[config.mk]
export PLATFORM = sky130hd
export DESIGN_NAME = y2b_back
export DESIGN_NICKNAME = d
export VERILOG_FILES = /design/src/design/y2b_pkg.sv /design/src/design/y2b_back.sv
export SDC_FILE = /design/constraint.sdc
export NUM_CORES = 1
export LEC_CHECK = 0
export BUFFER_PORTS_ARGS = -buffer_cell sky130_fd_sc_hd__buf_2
export CAP_MARGIN = 0
export CORE_MARGIN = 2
export CORE_UTILIZATION = 50
export CTS_CLUSTER_DIAMETER = 200
export CTS_CLUSTER_SIZE = 8
export DETAILED_ROUTE_END_ITERATION = 16
export PLACE_DENSITY = 0.67
export REMOVE_ABC_BUFFERS = 1
export SLEW_MARGIN = 20
export SYNTH_ARGS = -nofsm -noshare
export SYNTH_HDL_FRONTEND = slang
export SYNTH_SLANG_ARGS = --single-unit
[constraint.sdc]
create_clock -name clk -period 9.2 [get_ports clk]
set_clock_uncertainty 0.05 [all_clocks]
set_input_delay 1.84 -clock clk [delete_from_list [all_inputs] [get_ports clk]]
set_output_delay 1.84 -clock clk [all_outputs]
set_load 0.05 [all_outputs]
[src/design/y2b_pkg.sv]
// Shared types and constants for the YUV 4:2:0 to BGR converter.
// Used by y2b_front, y2b_fifo, y2b_back and yuv420_to_bgr_converter.
package y2b_pkg;

	localparam int PPL_W     = 10;
	localparam int FH_W      = 11;
	localparam int CFG_W     = 11;
	localparam int CFG_IDX_W = 1;

	localparam int MAX_PAIRS_DEF = 512;
	localparam int MAX_LINES_DEF = 1024;
	localparam int PPL_RESET     = 320;
	localparam int FH_RESET      = 480;

	localparam int FIFO_DEPTH = 4;

	typedef enum logic [CFG_IDX_W-1:0] {
		REG_PAIRS_PER_LINE = 1'b0,
		REG_FRAME_HEIGHT   = 1'b1
	} cfg_reg_t;

	typedef struct packed {
		logic [7:0] luma_first;
		logic [7:0] luma_second;
		logic [7:0] chroma_u;
		logic [7:0] chroma_v;
	} yuv_item_t;

	typedef struct packed {
		logic [7:0] blue_first;
		logic [7:0] green_first;
		logic [7:0] red_first;
		logic [7:0] blue_second;
		logic [7:0] green_second;
		logic [7:0] red_second;
		logic       end_of_line;
		logic       end_of_frame;
	} bgr_item_t;

	// Pair with its resolved chroma and position flags, front to back
	typedef struct packed {
		logic [7:0] luma_first;
		logic [7:0] luma_second;
		logic [7:0] chroma_u;
		logic [7:0] chroma_v;
		logic       end_of_line;
		logic       end_of_frame;
	} pair_item_t;

endpackage

[src/design/y2b_back.sv]
// Back end: two-stage BT.601 integer conversion with clamping and output register.
// Depends on y2b_pkg.
module y2b_back import y2b_pkg::*; (
	input  logic       clk,
	input  logic       arst_n,
	input  logic       in_valid,
	output logic       in_ready,
	input  pair_item_t in_item,
	output logic       empty,
	input  logic       pop,
	output bgr_item_t  bgr
);

	localparam int SUM_W = 20;

	localparam logic signed [SUM_W-1:0] Y_OFFSET   = SUM_W'(16);
	localparam logic signed [SUM_W-1:0] CHROMA_MID = SUM_W'(128);
	localparam logic signed [SUM_W-1:0] ROUND      = SUM_W'(128);
	localparam logic signed [SUM_W-1:0] K_Y        = SUM_W'(298);
	localparam logic signed [SUM_W-1:0] K_RV       = SUM_W'(409);
	localparam logic signed [SUM_W-1:0] K_GU       = SUM_W'(100);
	localparam logic signed [SUM_W-1:0] K_GV       = SUM_W'(208);
	localparam logic signed [SUM_W-1:0] K_BU       = SUM_W'(516);

	function automatic logic signed [SUM_W-1:0] luma_term(input logic [7:0] y);
		logic signed [SUM_W-1:0] ys;
		ys = signed'(SUM_W'(y)) - Y_OFFSET;
		return ys * K_Y;
	endfunction

	function automatic logic signed [SUM_W-1:0] centered(input logic [7:0] c);
		return signed'(SUM_W'(c)) - CHROMA_MID;
	endfunction

	// Floor shift by 8, clamp to 0..255
	function automatic logic [7:0] clamp_pixel(input logic signed [SUM_W-1:0] s);
		if (s[SUM_W-1]) begin
			return 8'd0;
		end else if (|s[SUM_W-2:16]) begin
			return 8'hFF;
		end else begin
			return s[15:8];
		end
	endfunction

	logic                    valid_s1;
	logic signed [SUM_W-1:0] c0_s1;
	logic signed [SUM_W-1:0] c1_s1;
	logic signed [SUM_W-1:0] bu_s1;
	logic signed [SUM_W-1:0] gu_s1;
	logic signed [SUM_W-1:0] gv_s1;
	logic signed [SUM_W-1:0] rv_s1;
	logic                    eol_s1;
	logic                    eof_s1;

	logic                    valid_s2;
	bgr_item_t               bgr_s2;

	logic                    ready_s1;
	logic                    ready_s2;
	logic                    adv_s1;
	logic                    adv_s2;
	logic signed [SUM_W-1:0] d_val;
	logic signed [SUM_W-1:0] e_val;

	assign ready_s2 = !valid_s2 || pop;
	assign ready_s1 = !valid_s1 || ready_s2;
	assign in_ready = ready_s1;
	assign adv_s1   = in_valid && ready_s1;
	assign adv_s2   = valid_s1 && ready_s2;

	assign d_val = centered(in_item.chroma_u);
	assign e_val = centered(in_item.chroma_v);

	always_ff @(posedge clk or negedge arst_n) begin
		if (!arst_n) begin
			valid_s1 <= 1'b0;
			valid_s2 <= 1'b0;
		end else begin
			if (ready_s1) valid_s1 <= in_valid;
			if (ready_s2) valid_s2 <= valid_s1;
		end
	end

	always_ff @(posedge clk) begin
		if (adv_s1) begin
			c0_s1  <= luma_term(in_item.luma_first);
			c1_s1  <= luma_term(in_item.luma_second);
			bu_s1  <= d_val * K_BU;
			gu_s1  <= d_val * K_GU;
			gv_s1  <= e_val * K_GV;
			rv_s1  <= e_val * K_RV;
			eol_s1 <= in_item.end_of_line;
			eof_s1 <= in_item.end_of_frame;
		end
	end

	always_ff @(posedge clk) begin
		if (adv_s2) begin
			bgr_s2.blue_first   <= clamp_pixel(c0_s1 + bu_s1 + ROUND);
			bgr_s2.green_first  <= clamp_pixel(c0_s1 - gu_s1 - gv_s1 + ROUND);
			bgr_s2.red_first    <= clamp_pixel(c0_s1 + rv_s1 + ROUND);
			bgr_s2.blue_second  <= clamp_pixel(c1_s1 + bu_s1 + ROUND);
			bgr_s2.green_second <= clamp_pixel(c1_s1 - gu_s1 - gv_s1 + ROUND);
			bgr_s2.red_second   <= clamp_pixel(c1_s1 + rv_s1 + ROUND);
			bgr_s2.end_of_line  <= eol_s1;
			bgr_s2.end_of_frame <= eof_s1;
		end
	end

	assign empty = !valid_s2;
	assign bgr   = bgr_s2;

endmodule

==> results by group <==
Status
  • Status: completed

Cells and area
  • Multi-input gate area: 0.01079 mm²
  • Nets@finish: 2,159
  • Final Core Density: 0.5604
  • Storage cell area: 0.004524 mm²
  • Layout overhead on the synthesized area: 9.613%
  • N_diodes: 0
  • Share of cells above drive strength 1: 0.09008
  • Fillers: 2,801
  • Post-route cell area: 0.01778 mm²

Worst setup path
  • Crit path max fanout: 10
  • CP endpoint kind: flop
  • Worst Path Arrival: 6.54 ns
  • CP Data Required Time: 9.36 ns
  • CP startpoint kind: input port
  • Reg2Reg Setup Slack: 5.09 ns
  • CP Class: input port to flop

Floorplan
  • I/O pin total: 90
  • DIE HEIGHT: 184.1 µm
  • Core Area: 0.03172 mm²
  • Row cnt: 65
  • Starting density of the core: 0.5113
  • Die W: 184.1 µm
  • Die area: 0.03389 mm²

Detailed routing
  • Drt first-iter violations: 603
  • Via count: 11,040
  • DRT Wirelength: 33.66 mm
  • DRC violation count after routing: 0
  • Wire per inst: 16.37 µm
  • Via density: 5.371
  • Antenna-violating nets left: 0
  • Detailed Routing Iterations Pass 1: 5

STA
  • Final worst slack: 2.821 ns
  • Setup-failing EPs final: 0
  • Worst-margin pin slew: 1.070 ns
  • Max-slew violations: 0
  • Slew HR: 0.2825
  • Period minus WS final: 6.379 ns
  • Unrepaired setup endpoints after global routing: no
  • Final Cycle Share: 0.6934
  • TNS Setup: 0 ns
  • Max Freq: 0.1568 GHz
  • Final Hold Vio Count: 0

Clocking
  • Resized Gates After CTS: 0
  • H-Tree Depth: 4
  • TritonCTS clock tree: done
  • Hold_buf cts: 0
  • Total CTS buffers: 17
  • CTS clk-pin slew, worst paths: 0.06 ns
  • Postcts setup bufs: 0
  • Skew-Pair Late Insertion Delay: 0.46 ns
  • # clock sinks: 151
  • Clock root buffer: clkbuf_16
  • Longest Clk Path Bufs: 2

Yosys
  • List of most frequent post-synthesis cells: ha_1, inv_1, edfxtp_1, a21oi_1, nor2_1
  • Register area share after synthesis: 0.2790
  • Prevailing post-synth register cell: edfxtp_1
  • Mapped cell area: 0.01622 mm²
  • Yosys cell types: 65
  • Post-synth top area share: 0.3086
  • Syn avg cell area: 10.58 µm²
  • Most frequent cell after synthesis: ha_1
  • Asr flop ratio synth: 0.01325
  • Area contributors post-synth: ha_1, edfxtp_1, fa_1
  • Yosys warns: 0
  • Post-Syn Instances: 1,533
  • Register bit total from synthesis: 151
  • Post-synth EDFFs: 149
  • Largest area contributor in the netlist: ha_1

Placed design
  • Placed cell area: 0.01717 mm²
  • DP Worst Slack: 2.347 ns
  • PortBufs: 89
  • Gpl congestion: 0.8709
  • HPWL Detailed: 28.37 mm

Power and ir drop
  • Sw frac: 0.4841
  • PwrDens: 337.8 mW/mm²
  • Leakage power: 0.008698 µW
  • Worst IR Drop VDD: 0.2301 mV
  • Logic pwr share: 0.677
  • Clock network fraction of design power: 0.125
  • NetSw: 2907 µW
  • Total power: 6005 µW
  • Internal power: 3098 µW
  • Power share of the sequential group: 0.199

GRT
  • Largest net degree at the start of global routing: 54
  • Initial antenna violation count: 0
  • Global-route wire length before repair: 54.88 mm
  • Gr usage total: 0.2101
  • Grt ovf: 0
  • Number of global-route vias before repair: 10,880

Hold path
  • Worst hold path type: flop to flop

Run
  • Max-cap violation count: 0
-- power by group through the flow --
stage          Combinational [µW]  Sequential [µW]  Clock (µW)
3_5_place_dp                 3990             1210           0
4_1_cts                      4030             1200         760
6_report                     4060             1190         748
2_1_floorplan                2810             1430           0
3_3_place_gp                 3930             1210           0
5_1_grt                      4530             1210         780
-- per-stage QoR --
step / std cells / hold slack, ns
final: 2056 / 0.3727
after global routing: 2056 / 0.3805
after CTS: 2056 / 0.3781
after detailed placement: 2024 / 0.3629
after global placement: 2024 / 0.3607
after floorplan: 1531 / 0.3503
-- metal layers --
metal / wire length [µm] / global-route usage
met4: 795 / 0.06720
met1: 15790 / 0.2802
met2: 15710 / 0.3505
met5: 0 / 0
met3: 1357 / 0.03320
-- state kept, by name, indices dropped and copies added (netlist names) --
name and count:
gu_s1 15, rv_s1 19, bgr 50, gv_s1 12, c0_s1 18, eof_s1 1, bu_s1 15, c1_s1 18
valid_s2 1, eol_s1 1, valid_s1 1
-- critical path: stages --
cell      delay [ns]
buf_2           0.11
inv_1           0.16
ha_1            0.22
or3b_2          0.56
clkinv_1        0.23
ha_1            0.31
ha_1            0.30
inv_1           0.06
fa_1            0.43
fa_1            0.54
inv_1           0.04
ha_1            0.31
o21ai_0         0.11
a21boi_0        0.26
o21ai_0         0.13
a21boi_0        0.25
o21ai_0         0.13
a21oi_1         0.19
o21ai_0         0.14
a32o_1          0.22
-- path summary, 6_finish.rpt --
check                           cells after the start         from   endpoint
max in group asynchronous                           1       arst_n   valid_s1
worst min register to register                      0       eof_s1     bgr[0]
min in group asynchronous                           1       arst_n   valid_s2
worst max register to register                     13     gu_s1[4]    bgr[38]
worst max-delay path                               20  in_item[30]  c0_s1[18]
worst min-delay path                                0       eof_s1     bgr[0]
-- cells by family (layout without fill, tap and decap cells) --
| kind of cell | count (synthesis) | in the layout | synth area share |
|---|---|---|---|
| AOI/OAI and AO/OA | 294 | 294 | 0.1177 |
| buffers and inverters | 240 | 361 | 0.05601 |
| adders and majority gates | 480 | 480 | 0.4074 |
| xor gates and xnor gates | 109 | 109 | 0.05887 |
| muxes | 5 | 5 | 0.003318 |
| DFF | 151 | 151 | 0.2790 |
| and+or+nand+nor | 254 | 254 | 0.07777 |
-- layout make-up --
cell class | count | area share
clock buffer | 17 | 0.02393
clock inverter | 15 | 0.01014
inverter | 238 | 0.05026
multi-input combinational | 1142 | 0.6070
sequential | 151 | 0.2545
tap | 402 | 0.02830
timing repair buffer | 91 | 0.02590
-- layout by cell type (no fill, tap or decap), drive strengths merged, types with 6 or more instances in the layout --
cell type,instances
a211oi,10
ha,400
fa,80
a211o,6
xor2,31
nand2,45
or3,11
clkbuf,17
nand2b,12
edfxtp,149
inv,246
o21a,38
or2,9
xnor2,78
a21boi,15
buf,91
and2,7
a21oi,101
a21o,25
o21bai,10
o21ai,52
nor2,83
nand3,15
nor2b,23
nor3,26
Note: power is estimated with default switching activity, not from simulation.
