File: src/design/y2b_pkg.sv
// Shared types and constants for the YUV 4:2:0 to BGR converter.
// Used by y2b_front, y2b_fifo, y2b_back and yuv420_to_bgr_converter.
package y2b_pkg;

	localparam int PPL_W     = 10;
	localparam int FH_W      = 11;
	localparam int CFG_W     = 11;
	localparam int CFG_IDX_W = 1;

	localparam int MAX_PAIRS_DEF = 512;
	localparam int MAX_LINES_DEF = 1024;
	localparam int PPL_RESET     = 320;
	localparam int FH_RESET      = 480;

	localparam int FIFO_DEPTH = 4;

	typedef enum logic [CFG_IDX_W-1:0] {
		REG_PAIRS_PER_LINE = 1'b0,
		REG_FRAME_HEIGHT   = 1'b1
	} cfg_reg_t;

	typedef struct packed {
		logic [7:0] luma_first;
		logic [7:0] luma_second;
		logic [7:0] chroma_u;
		logic [7:0] chroma_v;
	} yuv_item_t;

	typedef struct packed {
		logic [7:0] blue_first;
		logic [7:0] green_first;
		logic [7:0] red_first;
		logic [7:0] blue_second;
		logic [7:0] green_second;
		logic [7:0] red_second;
		logic       end_of_line;
		logic       end_of_frame;
	} bgr_item_t;

	// Pair with its resolved chroma and position flags, front to back
	typedef struct packed {
		logic [7:0] luma_first;
		logic [7:0] luma_second;
		logic [7:0] chroma_u;
		logic [7:0] chroma_v;
		logic       end_of_line;
		logic       end_of_frame;
	} pair_item_t;

endpackage

File: src/design/y2b_fifo.sv
// Short queue of resolved pairs between the front end and the conversion pipeline.
// Depends on y2b_pkg.
module y2b_fifo import y2b_pkg::*; (
	input  logic       clk,
	input  logic       arst_n,
	input  logic       wr_valid,
	output logic       wr_ready,
	input  pair_item_t wr_item,
	output logic       rd_valid,
	input  logic       rd_ready,
	output pair_item_t rd_item
);

	localparam int PW = $clog2(FIFO_DEPTH);

	pair_item_t    entry_q [FIFO_DEPTH];
	logic [PW-1:0] wr_ptr_q;
	logic [PW-1:0] rd_ptr_q;
	logic [PW:0]   count_q;
	logic          do_wr;
	logic          do_rd;

	assign wr_ready = (count_q != (PW+1)'(FIFO_DEPTH));
	assign rd_valid = (count_q != '0);
	assign rd_item  = entry_q[rd_ptr_q];
	assign do_wr    = wr_valid && wr_ready;
	assign do_rd    = rd_valid && rd_ready;

	always_ff @(posedge clk) begin
		if (do_wr) begin
			entry_q[wr_ptr_q] <= wr_item;
		end
	end

	always_ff @(posedge clk or negedge arst_n) begin
		if (!arst_n) begin
			wr_ptr_q <= '0;
			rd_ptr_q <= '0;
			count_q  <= '0;
		end else begin
			if (do_wr) wr_ptr_q <= wr_ptr_q + PW'(1);
			if (do_rd) rd_ptr_q <= rd_ptr_q + PW'(1);
			if (do_wr && !do_rd) begin
				count_q <= count_q + (PW+1)'(1);
			end else if (do_rd && !do_wr) begin
				count_q <= count_q - (PW+1)'(1);
			end
		end
	end

endmodule

File: config.mk
export PLATFORM = sky130hd
export DESIGN_NAME = y2b_fifo
export DESIGN_NICKNAME = d
export VERILOG_FILES = /design/src/design/y2b_pkg.sv /design/src/design/y2b_fifo.sv
export SDC_FILE = /design/constraint.sdc
export NUM_CORES = 1
export LEC_CHECK = 0
export ABC_CLOCK_PERIOD_IN_PS = 4200
export CAP_MARGIN = 20
export CELL_PAD_IN_SITES_DETAIL_PLACEMENT = 0
export CELL_PAD_IN_SITES_GLOBAL_PLACEMENT = 2
export CORE_UTILIZATION = 30
export DETAILED_ROUTE_END_ITERATION = 6
export DONT_BUFFER_PORTS = 1
export PLACE_DENSITY = 0.54
export SLEW_MARGIN = 20
export SYNTH_ARGS = -nofsm -noshare
export SYNTH_HDL_FRONTEND = slang
export SYNTH_SLANG_ARGS = --single-unit
File: constraint.sdc
create_clock -name clk -period 4.2 [get_ports clk]
set_input_delay 0.63 -clock clk [delete_from_list [all_inputs] [get_ports clk]]
set_output_delay 0.63 -clock clk [all_outputs]
set_load 0.02 [all_outputs]
==> results of run 1 <==
## metal layers
layer  global-route usage [%]  vias to the layer above  wire [um]
li1                         -                      924          -
met1                     12.6                     1086       3870
met2                     16.7                       59       4500
met3                     6.10                       10        892
met4                     4.68                        0        119
met5                        0                        -          0
## how the worst max path moves through the flow
stage / cells past startpoint / slack [ns] / startpoint / end
floorplan: 2 / 2.04 / wr_valid / entry_q[0][0]
global placement: 2 / 1.89 / rd_ptr_q[0] / rd_item[13]
detailed placement: 2 / 1.88 / rd_ptr_q[0] / rd_item[13]
CTS: 2 / 1.42 / rd_ptr_q[0] / rd_item[13]
global route: 2 / 1.38 / rd_ptr_q[0] / rd_item[13]
finish: 2 / 1.53 / rd_ptr_q[0] / rd_item[12]
## kinds of logic after synthesis
kind of cell    share of synthesized area (%)
flops                                    79.3
xor+xnor                                0.979
fa+ha+maj                                1.54
simple gates                            0.955
buf+inv                                  1.91
compound gates                          0.210
mux                                      15.1
## sequential cells by signal, summed over array words and instances (netlist names)
name      flops
count_q       3
wr_ptr_q      2
entry_q     136
rd_ptr_q      2
## what timing repair did
action                                 in CTS  in global routing
setup buffers                               0                  0
endpoints found under the hold margin       7                  0
hold buffers                                1                  0
## placed cells by master (no fill, tap or decap), types with 2 or more instances in the layout
cell type / Yosys / final
inv_6: 0 / 2
mux4_1: 6 / 6
clkinvlp_4: 0 / 4
xnor2_1: 4 / 4
mux2_2: 2 / 2
dfrtp_2: 0 / 2
bufinv_16: 0 / 2
nand2_1: 2 / 2
nor2_1: 2 / 2
and2_2: 0 / 4
buf_4: 0 / 2
clkbuf_16: 0 / 17
dfrtp_1: 7 / 5
xor2_1: 2 / 2
clkinv_2: 0 / 5
ha_1: 5 / 5
inv_1: 3 / 3
mux4_2: 28 / 28
edfxtp_1: 136 / 136
## stage by stage
stage	utilization [%]	instances
finish	35.4	465
global route	35.4	465
CTS	35.4	465
detailed placement	32.1	432
global placement	32.1	432
floorplan	-	213
## area by class of cell
| type | count | area share, % |
|---|---|---|
| Timing Repair Buffer | 3 | 0.406 |
| Clock buffer | 18 | 6.96 |
| Multi-Input combinational cell | 59 | 16.4 |
| Tap cell | 225 | 4.57 |
| Inverter | 3 | 0.183 |
| Clock inverter | 14 | 2.29 |
| Sequential cell | 143 | 69.1 |
## power groups by stage
stage                     Sequential, mW  Combinational (mW)  Clock (mW)
after global routing                2.12                1.25        1.53
after floorplan                     1.98                1.12           0
after global placement              2.12                1.19           0
after CTS                           2.10                1.20        1.47
final                               2.08                1.15        1.43
after detailed placement            2.13                1.19           0
## critical path: stages, from the launching register on
cell and delay, ns:
dfrtp_2 0.61, buf_4 0.37, mux4_2 0.64
==> summary.md, run 1 <==
| Metric | Value |
|---|---|
| Status | `finished, final reports clean` |
| Area of the multi-input gates | `0.00101 mm2` |
| GRT overflow | `0` |
| Antenna violation net count after detailed routing | `0` |
| Pre-Repair DR Iteration Count | `4` |
| Ys async rst share | `under 10%` |
| CTS sink count | `~140` |
| Sum Neg Setup Slack | `0 ns` |
| Die Ht | `~140 um` |
| Avg Inst Size Synth | `25.2 um2` |
| Pin count of the biggest net entering global routing | `36` |
| Final Hold Violating Endpoints | `0` |
| WP data arrival | `2.04 ns` |
| Crit Reg-Reg Startpoint | `count_q[1]` |
| FP Rows | `48` |
| DR vias | `2079` |
| Critical path class | `reg2out` |
| DRT iter0 DRCs | `between 90 and 100` |
| Area of the die | `between 0.015 and 0.02 mm2` |
| Cell area after synthesis | `between 0.005 and 0.006 mm2` |
| Num ports | `between 70 and 80` |
| Slew @ Worst Pin | `about 1.0 ns` |
| Antenna Cells | `0` |
| I/O Buffers | `0` |
| Clock transition at path regs | `~0.060 ns` |
| RePlAce Congestion | `slightly below 0.7` |
| Core area | `approximately 0.017 mm2` |
| PD cells | `757 mW/mm2` |
| CTS tree | `yes` |
| Critical path startpoint category | `flip-flop` |
| R2R Path End | `count_q[2]` |
| Dpl cell area | `approximately 0.0056 mm2` |
| Clock share of power | `approximately 31%` |
| Dpl hpwl | `between 5 and 6 mm` |
| CTS H-tree lvls | `4` |
| Clock root buffer | `clkbuf_16` |
| First-pass GRT wire length | `approximately 14 mm` |
| Hold path depth | `0` |
| Fin. max-slew vios | `0` |
| Worst skew pair latency | `0.41 ns` |
| Critical Path RT | `roughly 3.6 ns` |
| Hold Crit Class | `in2reg` |
| Storage element area | `roughly 0.0043 mm2` |
| DR DRC count | `0` |
| Primary FF master, synth | `edfxtp_1` |
| Area Growth Syn to Fin | `14.8%` |
| Pleak | `roughly 2 nW` |
| R2R Setup Slk | `about 1.9 ns` |
| Fill count | `1607` |
| Slew HR | `32.1%` |
| Number of vias per cell | `about 4.5` |
| Sequential share of the synthesized area | `between 70% and 80%` |
| Pint | `around 3.2 mW` |
| EDFF count, synth | `roughly 140` |
| Reg power frac | `44.6%` |
| Syn nets | `257` |
| NumNets Final | `around 270` |
| Fin crit share | `between 60% and 70%` |
| Final setup vio count | `0` |
| Synth Register Bits | `roughly 140` |
| Endpoint class of the critical path | `primary output` |
| Critical-path maximum fanout | `13` |
| Most frequent cell after synthesis | `edfxtp_1` |
| Number of global-route vias before repair | `about 2300` |
| Setup ws final | `approximately 1.5 ns` |
| Reg2reg path depth | `8` |
| Switching Fraction | `31.2%` |
| Die X-Extent | `roughly 140 um` |
| Mean routed wirelength per cell | `between 20 and 25 um` |
| Sw power | `roughly 1.5 mW` |
| Post-synth top area cell | `edfxtp_1` |
| Minimum clock period | `approximately 2.7 ns` |
| Hold EP | `entry_q[1][18]` |
| Layout cells sized above 1 | `29.2%` |
| Synth cell types | `19` |
| Power share of the combinational group | `24.7%` |
| Maximum VDD drop | `0.494 mV` |
| Overall routed net length | `9.38 mm` |
| Highest Clock Rate | `0.374 GHz` |
| Buffer depth of the longest clock path | `2` |
| Clock skew | `0.00910 ns` |
| Initial antenna violation count | `0` |
| Hold Crit Start | `wr_item[18]` |
| Worst slack at placement | `about 1.9 ns` |
| Mapped Cells | `roughly 210` |
| Setup repair after global routing missed its margin | `no` |
| Design area | `between 0.006 and 0.007 mm2` |
| Leading post-synthesis cells by cell area | `edfxtp_1 (76%), mux4_2 (12%), dfrtp_1 (3.3%), mux4_1 (2.9%), ha_1 (1.2%)` |
| GR Util All Layers | `around 11%` |
| Synth top cells by count | `edfxtp_1 (136), mux4_2 (28), dfrtp_1 (7)` |
| # Max-Cap Violations | `0` |
| Area fraction of the dominant cell type after synthesis | `between 70% and 80%` |
| Ys Warns | `0` |
| Post-CTS sizing | `0` |
| Hold_ws | `around 0.31 ns` |
| Initial core utilization | `approximately 30%` |
| CTS buffer count | `17` |
| Power Total | `approximately 4.7 mW` |
(Power assumes the default switching activity.)
==> run 2, diff against run 1 <==
- ABC_CLOCK_PERIOD_IN_PS: 4200 -> 2300
- PLACE_DENSITY: 0.54 -> 0.56
- clock period: 4.2 -> 2.3 ns (I/O delays scaled with it)
==> summary.md, run 2 (synthesis results as in run 1) <==
| Metric | Value |
|---|---|
| Reg power frac | `approximately two fifths` |
| I/O Buffers | `0` |
| Die X-Extent | `136 um` |
| Placed Cells | `444` |
| Endpoint class of the critical path | `primary output` |
| Pin count of the biggest net entering global routing | `20` |
| Layout cells sized above 1 | `approximately 30%` |
| Critical path startpoint category | `flip-flop` |
| Critical path class | `reg2out` |
| Highest Clock Rate | `between 0.4 and 0.5 GHz` |
| DRT iter0 DRCs | `just over 80` |
| FP Rows | `48` |
| CTS H-tree lvls | `4` |
| Buffer depth of the longest clock path | `2` |
| PD cells | `1370 mW/mm2` |
| CTS buffer count | `17` |
| Initial antenna violation count | `0` |
| Area Growth Syn to Fin | `22.2%` |
| Status | `finished, final reports clean` |
| Dpl cell area | `~0.0057 mm2` |
| Num ports | `74` |
| Biggest register | `entry_q` |
| Design area | `about 0.0066 mm2` |
| Pre-Repair DR Iteration Count | `4` |
| Slew HR | `roughly three quarters` |
| Die Ht | `around 140 um` |
| Final setup vio count | `0` |
| Post-CTS sizing | `0` |
| Area of the die | `approximately 0.018 mm2` |
| Number of vias per cell | `about 4.6` |
| Critical-path maximum fanout | `19` |
| Switching Fraction | `29.8%` |
| Pint | `between 6 and 7 mW` |
| Clock root buffer | `clkbuf_16` |
| Critical Path RT | `1.96 ns` |
| CTS tree | `yes` |
| Power share of the combinational group | `between 20 and 30%` |
| GRT overflow | `0` |
| Mean routed wirelength per cell | `approximately 20 um` |
| GR Util All Layers | `11.7%` |
| RePlAce Congestion | `0.634` |
| DR DRC count | `0` |
| CTS sink count | `between 100 and 150` |
| Sw power | `between 2 and 3 mW` |
| Final Hold Violating Endpoints | `0` |
| NumNets Final | `a little over 300` |
| Worst skew pair latency | `a little over 0.4 ns` |
| Highest-count cells in the layout ignoring fill and taps | `edfxtp_1 (136), mux4_2 (28), dlygate4sd3_1 (22)` |
| Power Total | `~9 mW` |
| Layout Cells excl Fill | `498` |
| Maximum VDD drop | `around 0.64 mV` |
| Hold_ws | `0.0297 ns` |
| Slew @ Worst Pin | `0.384 ns` |
| Largest register FFs | `approximately 140` |
| Pleak | `around 2.2 nW` |
| Initial core utilization | `a little under a third` |
| Setup repair after global routing missed its margin | `no` |
| Fin crit share | `91.5%` |
| First-pass GRT wire length | `14.6 mm` |
| Antenna violation net count after detailed routing | `0` |
| Top flop regs | `entry_q x136, count_q x3` |
| Clock transition at path regs | `about 0.060 ns` |
| # Max-Cap Violations | `0` |
| Core area | `0.0174 mm2` |
| Number of global-route vias before repair | `approximately 2400` |
| Hold Crit Class | `in2reg` |
| DR vias | `between 2000 and 2500` |
| Most common cell after layout, fill and taps aside | `edfxtp_1` |
| Clock share of power | `between 30 and 40%` |
| Minimum clock period | `around 2.1 ns` |
| Clock skew | `0.00660 ns` |
| Dpl hpwl | `roughly 5.8 mm` |
| Overall routed net length | `between 9 and 10 mm` |
| Fin. max-slew vios | `0` |
| Antenna Cells | `0` |
| WP data arrival | `1.76 ns` |
| Sum Neg Setup Slack | `0 ns` |
-- run 2: changes by cell type in the layout (fill, tap and decap cells not counted), sizes merged --
cell | previous run | this run
inv | 5 | 3
clkbuf | 18 | 21
clkinv | 6 | 5
clkinvlp | 4 | 2
buf | 2 | 14
bufinv | 2 | 4
dlygate4sd3 | 1 | 22
-- run 2: path summary, 6_finish.rpt --
path | cells after the start | to | start | slack [ns]
worst max-delay path | 2 | rd_item[33] | rd_ptr_q[0] | 0.20
worst max register to register | 8 | count_q[2] | count_q[1] | 0.21
worst min-delay path | 0 | entry_q[1][3] | wr_item[3] | 0.03
worst min register to register | 1 | count_q[2] | count_q[2] | 0.54
max in group asynchronous | 1 | rd_ptr_q[0] | arst_n | 1.72
min in group asynchronous | 1 | count_q[0] | arst_n | 0.29
-- run 2: power groups by stage --
| stage | clock network, mW | logic [mW] | registers [mW] |
|---|---|---|---|
| finish | 2.88 | 2.51 | 3.62 |
| floorplan | 0 | 2.04 | 3.62 |
| detailed placement | 0 | 2.57 | 3.68 |
| global placement | 0 | 2.57 | 3.65 |
| CTS | 2.97 | 2.58 | 3.63 |
| global route | 3.06 | 2.72 | 3.67 |
-- run 2: metrics by stage --
| stage | setup slack (ns) | utilization [%] |
|---|---|---|
| after CTS | 0.139 | 36.5 |
| after floorplan | 0.193 | - |
| after global routing | 0.0563 | 37.7 |
| after detailed placement | 0.236 | 32.8 |
| after global placement | 0.271 | 32.8 |
| final | 0.197 | 37.7 |
-- run 2: what timing repair did --
item	in CTS	in global routing
endpoints found under the hold margin	8	55
hold buffers	2	20
setup endpoints to repair	0	0
buffers inserted	0	0
-- run 2: area by class of cell --
type                            instances  area, um2
Multi-Input combinational cell         59       1010
Clock buffer                           21        470
Clock inverter                         11        163
Sequential cell                       143       4260
Fill cell                            1592      10900
Timing Repair Buffer                   36        363
Tap cell                              225        282
Inverter                                3       11.3
-- run 2: critical path: stages (launching register included) --
cell and delay, ns:
dfrtp_2 0.41, buf_12 0.21, mux4_1 0.72
-- run 2: layer usage --
layer  share of wire, %  routed length [um]  global-route usage (%)
met3                6.1                 605                    5.24
met2                 49                4840                    18.3
met5                  0                   0                       0
met1                 43                4240                    13.5
met4                1.8                 173                    5.62
